===== src/rtl/pmdm_pkg.sv =====
`timescale 1ns / 1ps
package pmdm_pkg;

  localparam int unsigned IdStoreDepth = 64;

  localparam int unsigned PosW   = 20;
  localparam int unsigned IdW    = 16;
  localparam int unsigned DistW  = 17;
  localparam int unsigned SqW    = 34;
  localparam int unsigned DsqW   = 42;
  localparam int unsigned SumW   = 48;
  localparam int unsigned CntW   = 24;
  localparam int unsigned CcW    = 7;
  localparam int unsigned IterW  = 6;

  localparam logic [SqW-1:0]   InitSq   = 34'd10000000000;
  localparam logic [DistW-1:0] InitRoot = 17'd100000;
  localparam logic [SumW-1:0]  SumMax   = {SumW{1'b1}};
  localparam logic [CntW-1:0]  CntMax   = {CntW{1'b1}};
  localparam logic [IterW-1:0] SqrtSteps = 6'd16;
  localparam logic [IterW-1:0] DivSteps  = 6'd47;

  // configuration register indexes
  localparam logic [1:0] RegStartX    = 2'd0;
  localparam logic [1:0] RegGoalX     = 2'd1;
  localparam logic [1:0] RegCollision = 2'd2;

  // result status codes
  localparam logic [1:0] StBeforeStart = 2'd0;
  localparam logic [1:0] StMeasured    = 2'd1;
  localparam logic [1:0] StPastGoal    = 2'd2;

  typedef enum logic [3:0] {
    S_IDLE, S_MUL, S_ACC, S_SRCH, S_SCMP, S_FEND, S_SQRT, S_ACCUM, S_DIV, S_DONE
  } state_t;

  typedef struct packed {
    logic load;
    logic mul;
    logic acc;
    logic idx_clr;
    logic srd;
    logic sinc;
    logic swrite;
    logic full_set;
    logic sqrt_start;
    logic sqrt_step;
    logic accum;
    logic div_step;
    logic out_load;
  } cmd_t;

  typedef struct packed {
    logic measuring;
    logic last;
    logic hit;
    logic idx_end;
    logic room;
    logic match;
    logic iter_done;
    logic out_busy;
  } stat_t;

endpackage


===== src/rtl/pmdm_if.sv =====
`timescale 1ns / 1ps
interface pmdm_in_if;
  logic               valid;
  logic               ready;
  logic signed [19:0] robot_x;
  logic signed [19:0] robot_y;
  logic signed [19:0] agent_x;
  logic signed [19:0] agent_y;
  logic [15:0]        agent_id;
  logic               agent_present;
  logic               frame_last;

  modport source (output valid, robot_x, robot_y, agent_x, agent_y, agent_id,
                  agent_present, frame_last, input ready);
  modport sink (input valid, robot_x, robot_y, agent_x, agent_y, agent_id,
                agent_present, frame_last, output ready);
endinterface

interface pmdm_out_if;
  logic        valid;
  logic        ready;
  logic [1:0]  status;
  logic [16:0] frame_min_mm;
  logic [16:0] overall_min_mm;
  logic [16:0] mean_min_mm;
  logic [6:0]  collision_count;
  logic        id_store_full;

  modport source (output valid, status, frame_min_mm, overall_min_mm, mean_min_mm,
                  collision_count, id_store_full, input ready);
  modport sink (input valid, status, frame_min_mm, overall_min_mm, mean_min_mm,
                collision_count, id_store_full, output ready);
endinterface


===== src/rtl/pmdm_ctrl.sv =====
`timescale 1ns / 1ps
module pmdm_ctrl (
  input  logic            clk,
  input  logic            rst,
  input  logic            in_valid,
  output logic            in_ready,
  input  pmdm_pkg::stat_t stat,
  output pmdm_pkg::cmd_t  cmd
);

  pmdm_pkg::state_t state, state_next, after_item;

  always_ff @(posedge clk) begin
    if (rst) state <= pmdm_pkg::S_IDLE;
    else     state <= state_next;
  end

  // where to go once an item's own work is over
  always_comb begin
    if (!stat.last)          after_item = pmdm_pkg::S_IDLE;
    else if (stat.measuring) after_item = pmdm_pkg::S_FEND;
    else                     after_item = pmdm_pkg::S_DONE;
  end

  // next state
  always_comb begin
    state_next = state;
    unique case (state)
      pmdm_pkg::S_IDLE:  if (in_valid) state_next = pmdm_pkg::S_MUL;
      pmdm_pkg::S_MUL:   state_next = pmdm_pkg::S_ACC;
      pmdm_pkg::S_ACC:   state_next = stat.hit ? pmdm_pkg::S_SRCH : after_item;
      pmdm_pkg::S_SRCH:  state_next = stat.idx_end ? after_item : pmdm_pkg::S_SCMP;
      pmdm_pkg::S_SCMP:  state_next = stat.match ? after_item : pmdm_pkg::S_SRCH;
      pmdm_pkg::S_FEND:  state_next = pmdm_pkg::S_SQRT;
      pmdm_pkg::S_SQRT:  if (stat.iter_done) state_next = pmdm_pkg::S_ACCUM;
      pmdm_pkg::S_ACCUM: state_next = pmdm_pkg::S_DIV;
      pmdm_pkg::S_DIV:   if (stat.iter_done) state_next = pmdm_pkg::S_DONE;
      pmdm_pkg::S_DONE:  if (!stat.out_busy) state_next = pmdm_pkg::S_IDLE;
      default:           state_next = pmdm_pkg::S_IDLE;
    endcase
  end

  // commands
  always_comb begin
    cmd      = '0;
    in_ready = 1'b0;
    unique case (state)
      pmdm_pkg::S_IDLE: begin
        in_ready = 1'b1;
        cmd.load = in_valid;
      end
      pmdm_pkg::S_MUL: cmd.mul = 1'b1;
      pmdm_pkg::S_ACC: begin
        cmd.acc     = 1'b1;
        cmd.idx_clr = 1'b1;
      end
      pmdm_pkg::S_SRCH: begin
        if (stat.idx_end) begin
          cmd.swrite   = stat.room;
          cmd.full_set = !stat.room;
        end else begin
          cmd.srd = 1'b1;
        end
      end
      pmdm_pkg::S_SCMP:  cmd.sinc = !stat.match;
      pmdm_pkg::S_FEND:  cmd.sqrt_start = 1'b1;
      pmdm_pkg::S_SQRT:  cmd.sqrt_step = 1'b1;
      pmdm_pkg::S_ACCUM: cmd.accum = 1'b1;
      pmdm_pkg::S_DIV:   cmd.div_step = 1'b1;
      pmdm_pkg::S_DONE:  cmd.out_load = !stat.out_busy;
      default: ;
    endcase
  end

endmodule


===== src/rtl/pmdm_dp.sv =====
`timescale 1ns / 1ps
module pmdm_dp #(
  parameter int unsigned ID_STORE_DEPTH = pmdm_pkg::IdStoreDepth
) (
  input  logic           clk,
  input  logic           rst,
  input  logic           cfg_we,
  input  logic [1:0]     cfg_index,
  input  logic [19:0]    cfg_data,
  pmdm_in_if.sink        in_ch,
  pmdm_out_if.source     out_ch,
  input  pmdm_pkg::cmd_t cmd,
  output pmdm_pkg::stat_t stat
);

  localparam int unsigned CW = $clog2(ID_STORE_DEPTH + 1);
  localparam int unsigned AW = (ID_STORE_DEPTH > 1) ? $clog2(ID_STORE_DEPTH) : 1;
  localparam logic [CW-1:0] DepthC = CW'(ID_STORE_DEPTH);

  // configuration
  logic signed [19:0] start_x, goal_x;
  logic [16:0]        coll_dist;

  always_ff @(posedge clk) begin
    if (rst) begin
      start_x   <= 20'sd1000;
      goal_x    <= 20'sd18000;
      coll_dist <= 17'd200;
    end else if (cfg_we) begin
      unique case (cfg_index)
        pmdm_pkg::RegStartX:    start_x   <= cfg_data;
        pmdm_pkg::RegGoalX:     goal_x    <= cfg_data;
        pmdm_pkg::RegCollision: coll_dist <= cfg_data[16:0];
        default: ;
      endcase
    end
  end

  // captured item
  logic [20:0] ux, uy;
  logic [15:0] id;
  logic        present, last, measuring, past_goal;
  logic signed [20:0] dx, dy;

  assign dx = 21'(in_ch.agent_x) - 21'(in_ch.robot_x);
  assign dy = 21'(in_ch.agent_y) - 21'(in_ch.robot_y);

  always_ff @(posedge clk) begin
    if (cmd.load) begin
      ux        <= dx[20] ? 21'(-dx) : 21'(dx);
      uy        <= dy[20] ? 21'(-dy) : 21'(dy);
      id        <= in_ch.agent_id;
      present   <= in_ch.agent_present;
      last      <= in_ch.frame_last;
      measuring <= (in_ch.robot_x > start_x) && (in_ch.robot_x <= goal_x);
      past_goal <= in_ch.robot_x > goal_x;
    end
  end

  // squares
  logic [41:0] sqx, sqy;
  logic [33:0] csq;
  logic [41:0] dsq;

  always_ff @(posedge clk) begin
    if (cmd.mul) begin
      sqx <= 42'(ux) * 42'(ux);
      sqy <= 42'(uy) * 42'(uy);
      csq <= 34'(coll_dist) * 34'(coll_dist);
    end
  end

  assign dsq = sqx + sqy;

  // frame minimum
  logic [33:0] frame_min_sq;
  always_ff @(posedge clk) begin
    if (rst || cmd.out_load) frame_min_sq <= pmdm_pkg::InitSq;
    else if (cmd.acc && measuring && present && dsq < {8'd0, frame_min_sq})
      frame_min_sq <= dsq[33:0];
  end

  // collided id store
  logic [15:0]   ids [ID_STORE_DEPTH];
  logic [15:0]   rd_id;
  logic [CW-1:0] idx, count;
  logic          full_seen;

  always_ff @(posedge clk) begin
    if (cmd.swrite) ids[count[AW-1:0]] <= id;
    if (cmd.srd)    rd_id <= ids[idx[AW-1:0]];
  end

  always_ff @(posedge clk) begin
    if (cmd.idx_clr)   idx <= '0;
    else if (cmd.sinc) idx <= idx + 1'b1;
  end

  always_ff @(posedge clk) begin
    if (rst) begin
      count     <= '0;
      full_seen <= 1'b0;
    end else begin
      if (cmd.swrite)   count     <= count + 1'b1;
      if (cmd.full_set) full_seen <= 1'b1;
    end
  end

  // iteration counter shared by square root and divider
  logic [5:0] iter;
  always_ff @(posedge clk) begin
    if (cmd.sqrt_start)                 iter <= pmdm_pkg::SqrtSteps;
    else if (cmd.accum)                 iter <= pmdm_pkg::DivSteps;
    else if (cmd.sqrt_step || cmd.div_step) iter <= iter - 1'b1;
  end

  // floor square root, one result bit a step
  logic [33:0] sq_n;
  logic [18:0] sq_rem;
  logic [16:0] root;
  logic [20:0] rem_sh, trial;

  assign rem_sh = {sq_rem, sq_n[33:32]};
  assign trial  = {2'b00, root, 2'b01};

  always_ff @(posedge clk) begin
    if (cmd.sqrt_start) begin
      sq_n   <= frame_min_sq;
      sq_rem <= '0;
      root   <= '0;
    end else if (cmd.sqrt_step) begin
      sq_n <= {sq_n[31:0], 2'b00};
      if (rem_sh >= trial) begin
        sq_rem <= 19'(rem_sh - trial);
        root   <= {root[15:0], 1'b1};
      end else begin
        sq_rem <= rem_sh[18:0];
        root   <= {root[15:0], 1'b0};
      end
    end
  end

  // accumulate minima
  logic [47:0] sum;
  logic [23:0] frames;
  logic [16:0] overall_root;
  logic [48:0] sum_add;
  logic [47:0] sum_new;
  logic [23:0] frames_new;

  assign sum_add    = {1'b0, sum} + 49'(root);
  assign sum_new    = sum_add[48] ? pmdm_pkg::SumMax : sum_add[47:0];
  assign frames_new = (frames == pmdm_pkg::CntMax) ? frames : frames + 1'b1;

  always_ff @(posedge clk) begin
    if (rst) begin
      sum          <= '0;
      frames       <= '0;
      overall_root <= pmdm_pkg::InitRoot;
    end else if (cmd.accum) begin
      sum    <= sum_new;
      frames <= frames_new;
      if (root < overall_root) overall_root <= root;
    end
  end

  // restoring divider for the mean
  logic [47:0] dvd;
  logic [23:0] dv_rem;
  logic [24:0] dv_sh;
  logic        dv_ge;
  logic [16:0] mean;

  assign dv_sh = {dv_rem, dvd[47]};
  assign dv_ge = dv_sh >= {1'b0, frames};

  always_ff @(posedge clk) begin
    if (cmd.accum) begin
      dvd    <= sum_new;
      dv_rem <= '0;
    end else if (cmd.div_step) begin
      dvd    <= {dvd[46:0], dv_ge};
      dv_rem <= dv_ge ? 24'(dv_sh - {1'b0, frames}) : dv_sh[23:0];
    end
  end

  always_ff @(posedge clk) begin
    if (rst) mean <= '0;
    else if (cmd.div_step && iter == '0) mean <= {dvd[15:0], dv_ge};
  end

  // result register
  logic out_valid;
  always_ff @(posedge clk) begin
    if (rst)               out_valid <= 1'b0;
    else if (cmd.out_load) out_valid <= 1'b1;
    else if (out_ch.ready) out_valid <= 1'b0;
  end

  always_ff @(posedge clk) begin
    if (cmd.out_load) begin
      out_ch.status          <= measuring ? pmdm_pkg::StMeasured :
                                past_goal ? pmdm_pkg::StPastGoal : pmdm_pkg::StBeforeStart;
      out_ch.frame_min_mm    <= measuring ? root : '0;
      out_ch.overall_min_mm  <= overall_root;
      out_ch.mean_min_mm     <= mean;
      out_ch.collision_count <= 7'(count);
      out_ch.id_store_full   <= full_seen;
    end
  end

  assign out_ch.valid = out_valid;

  // status to the controller
  assign stat.measuring = measuring;
  assign stat.last      = last;
  assign stat.hit       = measuring && present && dsq < {8'd0, csq};
  assign stat.idx_end   = idx == count;
  assign stat.room      = count < DepthC;
  assign stat.match     = rd_id == id;
  assign stat.iter_done = iter == '0;
  assign stat.out_busy  = out_valid && !out_ch.ready;

endmodule


===== src/rtl/proximity_min_distance_monitor_unit.sv =====
`timescale 1ns / 1ps
// Channel   Modport  Carries
// in_ch     sink     one agent item: robot and agent position, id, present, last
// out_ch    source   one frame result: status, minima, mean, collision count, full
// cfg_*     write    start_x_mm, goal_x_mm, collision_dist_mm by index 0..2
//
// An item is captured, squared and compared in turn. An agent within the collision
// distance then has each stored id read and compared, and a new id is stored when
// none matches. Every frame end loads the result; a measured one first runs the
// bit-serial square root and then the restoring divider for the mean.
// Reset is synchronous; the result register lets the next item in while a
// result waits, and a new result waits while the previous one is stalled.
module proximity_min_distance_monitor_unit #(
  parameter int unsigned ID_STORE_DEPTH = pmdm_pkg::IdStoreDepth
) (
  input  logic        clk,
  input  logic        rst,
  pmdm_in_if.sink     in_ch,
  pmdm_out_if.source  out_ch,
  input  logic        cfg_we,
  input  logic [1:0]  cfg_index,
  input  logic [19:0] cfg_data
);

  pmdm_pkg::cmd_t  cmd;
  pmdm_pkg::stat_t stat;

  pmdm_ctrl u_ctrl (
    .clk      (clk),
    .rst      (rst),
    .in_valid (in_ch.valid),
    .in_ready (in_ch.ready),
    .stat     (stat),
    .cmd      (cmd)
  );

  pmdm_dp #(.ID_STORE_DEPTH(ID_STORE_DEPTH)) u_dp (
    .clk       (clk),
    .rst       (rst),
    .cfg_we    (cfg_we),
    .cfg_index (cfg_index),
    .cfg_data  (cfg_data),
    .in_ch     (in_ch),
    .out_ch    (out_ch),
    .cmd       (cmd),
    .stat      (stat)
  );

endmodule


===== src/flat_wrapper.sv =====
// flat-port wrapper written by rule: the top's interface ports become plain ports
module proximity_min_distance_monitor_unit_flat 
#(
  parameter int unsigned ID_STORE_DEPTH = pmdm_pkg::IdStoreDepth
)
  (clk, rst, cfg_we, cfg_index, cfg_data, in_ch_valid, in_ch_robot_x, in_ch_robot_y, in_ch_agent_x, in_ch_agent_y, in_ch_agent_id, in_ch_agent_present, in_ch_frame_last, in_ch_ready, out_ch_valid, out_ch_status, out_ch_frame_min_mm, out_ch_overall_min_mm, out_ch_mean_min_mm, out_ch_collision_count, out_ch_id_store_full, out_ch_ready);
  pmdm_in_if in_ch_i ();
  pmdm_out_if out_ch_i ();
  input  logic clk;
  input  logic rst;
  input  logic cfg_we;
  input  logic [1:0] cfg_index;
  input  logic [19:0] cfg_data;
  input wire logic [$bits(in_ch_i.valid)-1:0] in_ch_valid;
  input wire logic [$bits(in_ch_i.robot_x)-1:0] in_ch_robot_x;
  input wire logic [$bits(in_ch_i.robot_y)-1:0] in_ch_robot_y;
  input wire logic [$bits(in_ch_i.agent_x)-1:0] in_ch_agent_x;
  input wire logic [$bits(in_ch_i.agent_y)-1:0] in_ch_agent_y;
  input wire logic [$bits(in_ch_i.agent_id)-1:0] in_ch_agent_id;
  input wire logic [$bits(in_ch_i.agent_present)-1:0] in_ch_agent_present;
  input wire logic [$bits(in_ch_i.frame_last)-1:0] in_ch_frame_last;
  output wire logic [$bits(in_ch_i.ready)-1:0] in_ch_ready;
  output wire logic [$bits(out_ch_i.valid)-1:0] out_ch_valid;
  output wire logic [$bits(out_ch_i.status)-1:0] out_ch_status;
  output wire logic [$bits(out_ch_i.frame_min_mm)-1:0] out_ch_frame_min_mm;
  output wire logic [$bits(out_ch_i.overall_min_mm)-1:0] out_ch_overall_min_mm;
  output wire logic [$bits(out_ch_i.mean_min_mm)-1:0] out_ch_mean_min_mm;
  output wire logic [$bits(out_ch_i.collision_count)-1:0] out_ch_collision_count;
  output wire logic [$bits(out_ch_i.id_store_full)-1:0] out_ch_id_store_full;
  input wire logic [$bits(out_ch_i.ready)-1:0] out_ch_ready;
  assign in_ch_i.valid = in_ch_valid;
  assign in_ch_i.robot_x = in_ch_robot_x;
  assign in_ch_i.robot_y = in_ch_robot_y;
  assign in_ch_i.agent_x = in_ch_agent_x;
  assign in_ch_i.agent_y = in_ch_agent_y;
  assign in_ch_i.agent_id = in_ch_agent_id;
  assign in_ch_i.agent_present = in_ch_agent_present;
  assign in_ch_i.frame_last = in_ch_frame_last;
  assign in_ch_ready = in_ch_i.ready;
  assign out_ch_valid = out_ch_i.valid;
  assign out_ch_status = out_ch_i.status;
  assign out_ch_frame_min_mm = out_ch_i.frame_min_mm;
  assign out_ch_overall_min_mm = out_ch_i.overall_min_mm;
  assign out_ch_mean_min_mm = out_ch_i.mean_min_mm;
  assign out_ch_collision_count = out_ch_i.collision_count;
  assign out_ch_id_store_full = out_ch_i.id_store_full;
  assign out_ch_i.ready = out_ch_ready;
  proximity_min_distance_monitor_unit #(.ID_STORE_DEPTH(ID_STORE_DEPTH)) u_core (.clk(clk), .rst(rst), .in_ch(in_ch_i), .out_ch(out_ch_i), .cfg_we(cfg_we), .cfg_index(cfg_index), .cfg_data(cfg_data));
endmodule

===== config.mk =====
export PLATFORM = sky130hd
export DESIGN_NAME = proximity_min_distance_monitor_unit_flat
export DESIGN_NICKNAME = d
export VERILOG_FILES = /design/src/rtl/pmdm_pkg.sv /design/src/rtl/pmdm_if.sv /design/src/rtl/pmdm_ctrl.sv /design/src/rtl/pmdm_dp.sv /design/src/rtl/proximity_min_distance_monitor_unit.sv /design/src/flat_wrapper.sv
export SDC_FILE = /design/constraint.sdc
export NUM_CORES = 2
export LEC_CHECK = 0
export ABC_AREA = 1
export BUFFER_PORTS_ARGS = -buffer_cell sky130_fd_sc_hd__buf_2
export CAP_MARGIN = 20
export CORE_AREA = 2 2 590 533
export CTS_BUF_LIST = sky130_fd_sc_hd__clkbuf_4
export DETAILED_ROUTE_END_ITERATION = 10
export DIE_AREA = 0 0 592 535
export PLACE_DENSITY = 0.61
export SLEW_MARGIN = 30
export SYNTH_ARGS = -nofsm -noshare
export SYNTH_HDL_FRONTEND = slang
export SYNTH_SLANG_ARGS = --single-unit

===== constraint.sdc =====
create_clock -name clk -period 5.9 [get_ports clk]
set_input_delay 0.59 -clock clk [delete_from_list [all_inputs] [get_ports clk]]
set_output_delay 0.59 -clock clk [all_outputs]
set_load 0.01 [all_outputs]

Word level (Yosys, flattened, before mapping) --
Memory sizes are Yosys's and may differ from the RTL's. A register that Yosys moved wholly into a read port is not among the register bits. Cells that the tools add are included.
Word-level totals: flip-flop bits (word level) 606, RAM bits 1024, logic and storage cells 149, memories 1
Cells by class: add/sub/neg operators 12, multipliers 3, $lt $le $gt $ge 9, eq/ne operators 18, multiplexer cells 41, bitwise operators 1, reduce and logical (&&, ||, !) cells 27
Memory list:
- u_core.u_dp.ids | depth 64, width 16, read ports 1, clocked after memory_dff 1, write ports 1, RTL line pmdm_dp.sv:84 | logic [15:0] ids [ID_STORE_DEPTH];
Operator list (number):
- $mux W48 | 3
- $lt A42 B34 Y1 | 2
- $mul A21 B21 Y42 | 2
- $mux W34 | 2
- $add A48 B17 Y49 | 1
- $add A42 B42 Y42 | 1
- $neg A21 Y21 | 2
- $sub A20 B20 Y21 | 2
- $gt A20 B20 Y1 | 2
- $mux W20 | 2
- $pmux W4 S10 | 1
- $mux W4 | 9
- $mul A17 B17 Y34 | 1
- $ge A25 B24 Y1 | 1
- $add A24 B1 Y24 const B | 1
- $eq A24 B24 Y1 const B | 1
- $mux W24 | 1
- $sub A24 B24 Y24 | 1
- $ge A21 B19 Y1 | 1
- $le A20 B20 Y1 | 1
- $mux W19 | 1
- $sub A19 B19 Y19 | 1
- $lt A17 B17 Y1 | 1
- $eq A16 B16 Y1 | 1
- 25 further kinds | 70

Depth between registers and ports, before layout --
word-level depth 6, mapped depth 31

Least setup slack after synthesis --
Ideal clock, no wire load.
path type reg-to-reg, start reg u_core.u_dp.uy[8], end reg u_core.u_dp.sqy[38] (data pin), library setup time 0.252 ns, data arrival time 6.297 ns, data required time 5.648 ns, slack -0.649 ns, cell stages (with the launch flop) 31, path buffers 1, period minus slack after synthesis 6.549 ns, cell sequence edfxtp_1 -> clkbuf_1 -> nand2_1 -> fa_1 -> inv_1 -> fa_1 -> inv_1 -> fa_1 -> inv_1 -> fa_1 -> inv_1 -> fa_1 -> inv_1 -> fa_1 -> inv_1 -> fa_1 -> inv_1 -> ha_1 -> a21o_1 -> a21oi_1 -> nand2_1 -> nand2_1 -> nand2_1 -> a21oi_1 -> o21bai_1 -> a21oi_1 -> o21ai_0 -> nand2_1 -> nand2_1 -> nand2_1 -> nand2_1
On the way: cells in the longest elaborated chain, start to end 1
RTL lines:
- start: declaration | RTL line pmdm_dp.sv:40 | logic [20:0] ux, uy;
- start signal: assignment | RTL line pmdm_dp.sv:51 | uy <= dy[20] ? 21'(-dy) : 21'(dy);
- $mul A21 B21 Y42 | RTL line pmdm_dp.sv:68 | sqy <= 42'(uy) * 42'(uy);
- end signal: assignment | RTL line pmdm_dp.sv:68
- end: declaration | RTL line pmdm_dp.sv:61 | logic [41:0] sqx, sqy;
No other way between the ends. A chain may end at the register's enable or synchronous reset.

Final worst setup path --
start reg u_core.u_dp.uy[8], end reg u_core.u_dp.sqy[39] (data pin)
The elaborated chain is that of the path after synthesis.

==> results.py <==
metrics = {
    "timing": {
        "worst_slack_ns": -0.440,
        "maxSlewHeadroom": 0.348,
        "tightest_slew_ns": 0.978,
        "period_share": 1.07,
        "slew_viol_final": 0,
        "rsz0062_at_grt": "yes",
        "timing.fmax_ghz": 0.158,
        "hold_viol": 0,
        "clock_skew_ns": 0.108,
        "setup_tns_ns": -11.57,
        "finalCriticalPeriod_ns": 6.34,
        "setup-violations-final": 48,
    },
    "clock_tree": {
        "cts_tree": "built",
        "clkLatencyLatePin_ns": 1.28,
        "cts_htree_levels": 5,
        "cts.sinks": 1643,
        "cts_inserted_buffers": 425,
        "root_buffer": "clkbuf_4",
        "cts.reportedPaths.clkPinSlew_ns": 0.07,
        "clockBufferDepth": 4,
    },
    "synth": {
        "yosysSeqAreaShare": 0.430,
        "yosys.cell_types.count": 66,
        "synth_xor_xnor_area_share": 0.0236,
        "synthSimpleGateAreaFrac": 0.130,
        "synth_compound_area_frac": 0.102,
        "ys.warnings.count": 0,
        "synth_top_family_by_area": "adder cells",
        "ys_ff_latch": 1643,
        "async_flop_share": 0,
        "synthAdderAreaFrac": 0.230,
        "synth_edf_count": 1360,
        "syn_inst": 11286,
        "muxShareOfSynthArea": 0,
        "netlist_area_um2": 108000,
        "syn_nets": 12908,
        "syn_area_per_cell_um2": 9.59,
        "synthFlopType": "edfxtp_1",
    },
    "route": {
        "drc": 0,
        "viasPerCell": 4.88,
        "antenna_left": 0,
        "firstDrtPassIters": 6,
        "drt_iter0_markers": 6468,
        "num_vias": 81792,
        "wl_mm": 289,
        "routedWlPerCell_um": 17.2,
    },
    "global_routing": {
        "grt_pass1_wl_mm": 452,
        "grt_max_degree": 186,
        "grt_overflow": 0,
        "grt_pass1_vias": 80390,
        "grt_antenna_before_repair": 9,
        "grt_usage": 0.180,
    },
    "die": {
        "die_y_um": 535,
        "initial_utilization": 0.349,
        "die_w_um": 592,
        "dieArea_um2": 317000,
        "io-pin-count": 188,
        "std_cell_rows": 194,
        "core_um2": 310000,
    },
    "layout": {
        "layout.nets": 13953,
        "areaGrowthSynthToFinish_pct": 18.1,
        "drive_gt1_frac": 0.170,
        "final_area_um2": 128000,
        "final_cells": 16774,
        "fillers": 30013,
    },
    "placement": {
        "place_ws_ns": -0.523,
        "dpl.cell_count": 15824,
        "place_area_um2": 118000,
        "gp_congestion": 0.924,
        "port_buffers": 187,
        "hpwl_mm": 201,
    },
    "critical_path": {
        "critPathKind": "register to register",
        "critPathLaunchType": "register",
        "critPathArrivalTime_ns": 7.31,
        "crit_required_ns": 6.87,
        "cp-end-kind": "register",
        "cp_max_fo": 7,
    },
    "run": {
        "maxCapViolations": 0,
    },
    "run_status": {
        "status": "complete, but fails checks",
        "failed_checks": "negative setup slack",
    },
    "worst_hold_path": {
        "hold_class": "input pin to register",
    },
}
==> sequential cells by signal, indices dropped and copies added (netlist names), 21 cells and up <==
name and count:
u_core.u_dp.uy 21, u_core.u_dp.sq_n 34, u_core.u_dp.dvd 48, u_core.u_dp.frames 24, u_core.u_dp.frame_min_sq 34, u_core.u_dp.sqx 41, u_core.u_dp.dv_rem 24, u_core.u_dp.csq 33
u_core.u_dp.ux 21, u_core.u_dp.sum 48, u_core.u_dp.ids 1024, u_core.u_dp.sqy 41
==> placed cells by master (no fill, tap or decap), types with 41 or more instances in the layout <==
cell type	n
nor2_1	991
a31oi_1	49
clkinv_1	82
nand2_1	1794
xnor2_1	105
nand2_2	65
o22ai_1	171
buf_4	667
nor3_1	88
o211ai_1	63
nand3_1	237
dfxtp_1	270
nand4_1	102
a21oi_2	45
buf_2	186
buf_6	71
clkbuf_4	620
o21ai_0	852
inv_2	75
fa_2	41
dlygate4sd3_1	83
edfxtp_1	1360
a21oi_1	471
fa_1	776
xor2_1	169
inv_1	1915
ha_1	627
ha_4	48
o221ai_1	107
==> critical path, stage by stage, from the launching register on <==
cell      delay, ns
edfxtp_1       0.41
buf_12         0.16
buf_6          0.12
fa_1           0.54
inv_2          0.04
fa_2           0.57
fa_1           0.44
fa_1           0.52
inv_1          0.05
fa_2           0.42
fa_2           0.58
inv_2          0.05
fa_1           0.54
inv_2          0.05
ha_4           0.30
nand2_4        0.07
buf_6          0.12
nor2_1         0.10
nor2_2         0.06
o211ai_1       0.29
nand2_1        0.15
nand3_4        0.15
a31oi_4        0.10
xor2_1         0.17
==> kinds of logic after synthesis <==
group,Yosys count
AOI/OAI and AO/OA,1960
adders and majority gates,1497
buffers and inverters,2428
and+or+nand+nor,3466
xor gates and xnor gates,292
DFF,1643
==> path summary, 6_finish.rpt <==
kind / slack [ns] / depth (start not counted) / endpoint / startpoint
worst max register to register: -0.44 / 23 / u_core.u_dp.sqy[39] / u_core.u_dp.uy[8]
worst min-delay path: 0.05 / 3 / u_core.u_dp.coll_dist[2] / cfg_we
worst min register to register: 0.42 / 0 / u_core.u_dp.out_ch.overall_min_mm[6] / u_core.u_dp.overall_root[6]
worst max-delay path: -0.44 / 23 / u_core.u_dp.sqy[39] / u_core.u_dp.uy[8]
==> metal layers <==
layer	part of all wire	global-route usage
met1	0.47	0.263
met2	0.44	0.276
met3	0.067	0.0282
met4	0.024	0.0485
met5	0.00014	0
==> timing repair <==
action	in CTS	in global routing
pin swaps	145	162
resized for setup	218	323
hold endpoints to repair	129	0
cloned	1	0
hold buffers	83	0
setup buffers	72	60
endpoints found under the setup margin	52	67
==> through the flow <==
| stage | util | hold WS [ns] |
|---|---|---|
| 5_1_grt | 0.412 | 0.00218 |
| 6_report | 0.412 | 0.0537 |
| 4_1_cts | 0.407 | 0.00340 |
| 3_3_place_gp | 0.382 | 0.413 |
| 2_1_floorplan | - | 0.403 |
| 3_5_place_dp | 0.382 | 0.412 |
==> cell type report <==
class | count | area [um^2] | area share
diodes | 11 | 27.5 | 0.000215
repair buffers | 1049 | 8410 | 0.0659
clock buffers | 620 | 4650 | 0.0364
inverters | 1997 | 7520 | 0.0589
multi-input cells | 7215 | 54800 | 0.429
flip-flops and latches | 1643 | 46500 | 0.364
clock inverters | 123 | 672 | 0.00526
well taps | 4116 | 5150 | 0.0403
==> synth_stat cells (63+ instances only) <==
library cell,count,area share
inv_1,1987,0.069
nand2_1,1882,0.065
edfxtp_1,1360,0.38
nor2_1,1033,0.036
o21ai_0,874,0.040
fa_1,817,0.15
ha_1,680,0.079
a21oi_1,533,0.025
clkbuf_1,399,0.014
dfxtp_1,283,0.052
nand3_1,249,0.012
xor2_1,178,0.014
o22ai_1,171,0.0099
xnor2_1,114,0.0092
o221ai_1,107,0.0087
nand4_1,102,0.0059
nor3_1,95,0.0044
o211ai_1,63,0.0044
Power is left out: the tool's default activity adds up to more than one toggle a clock period on the data nets, which glitch-free logic cannot reach.
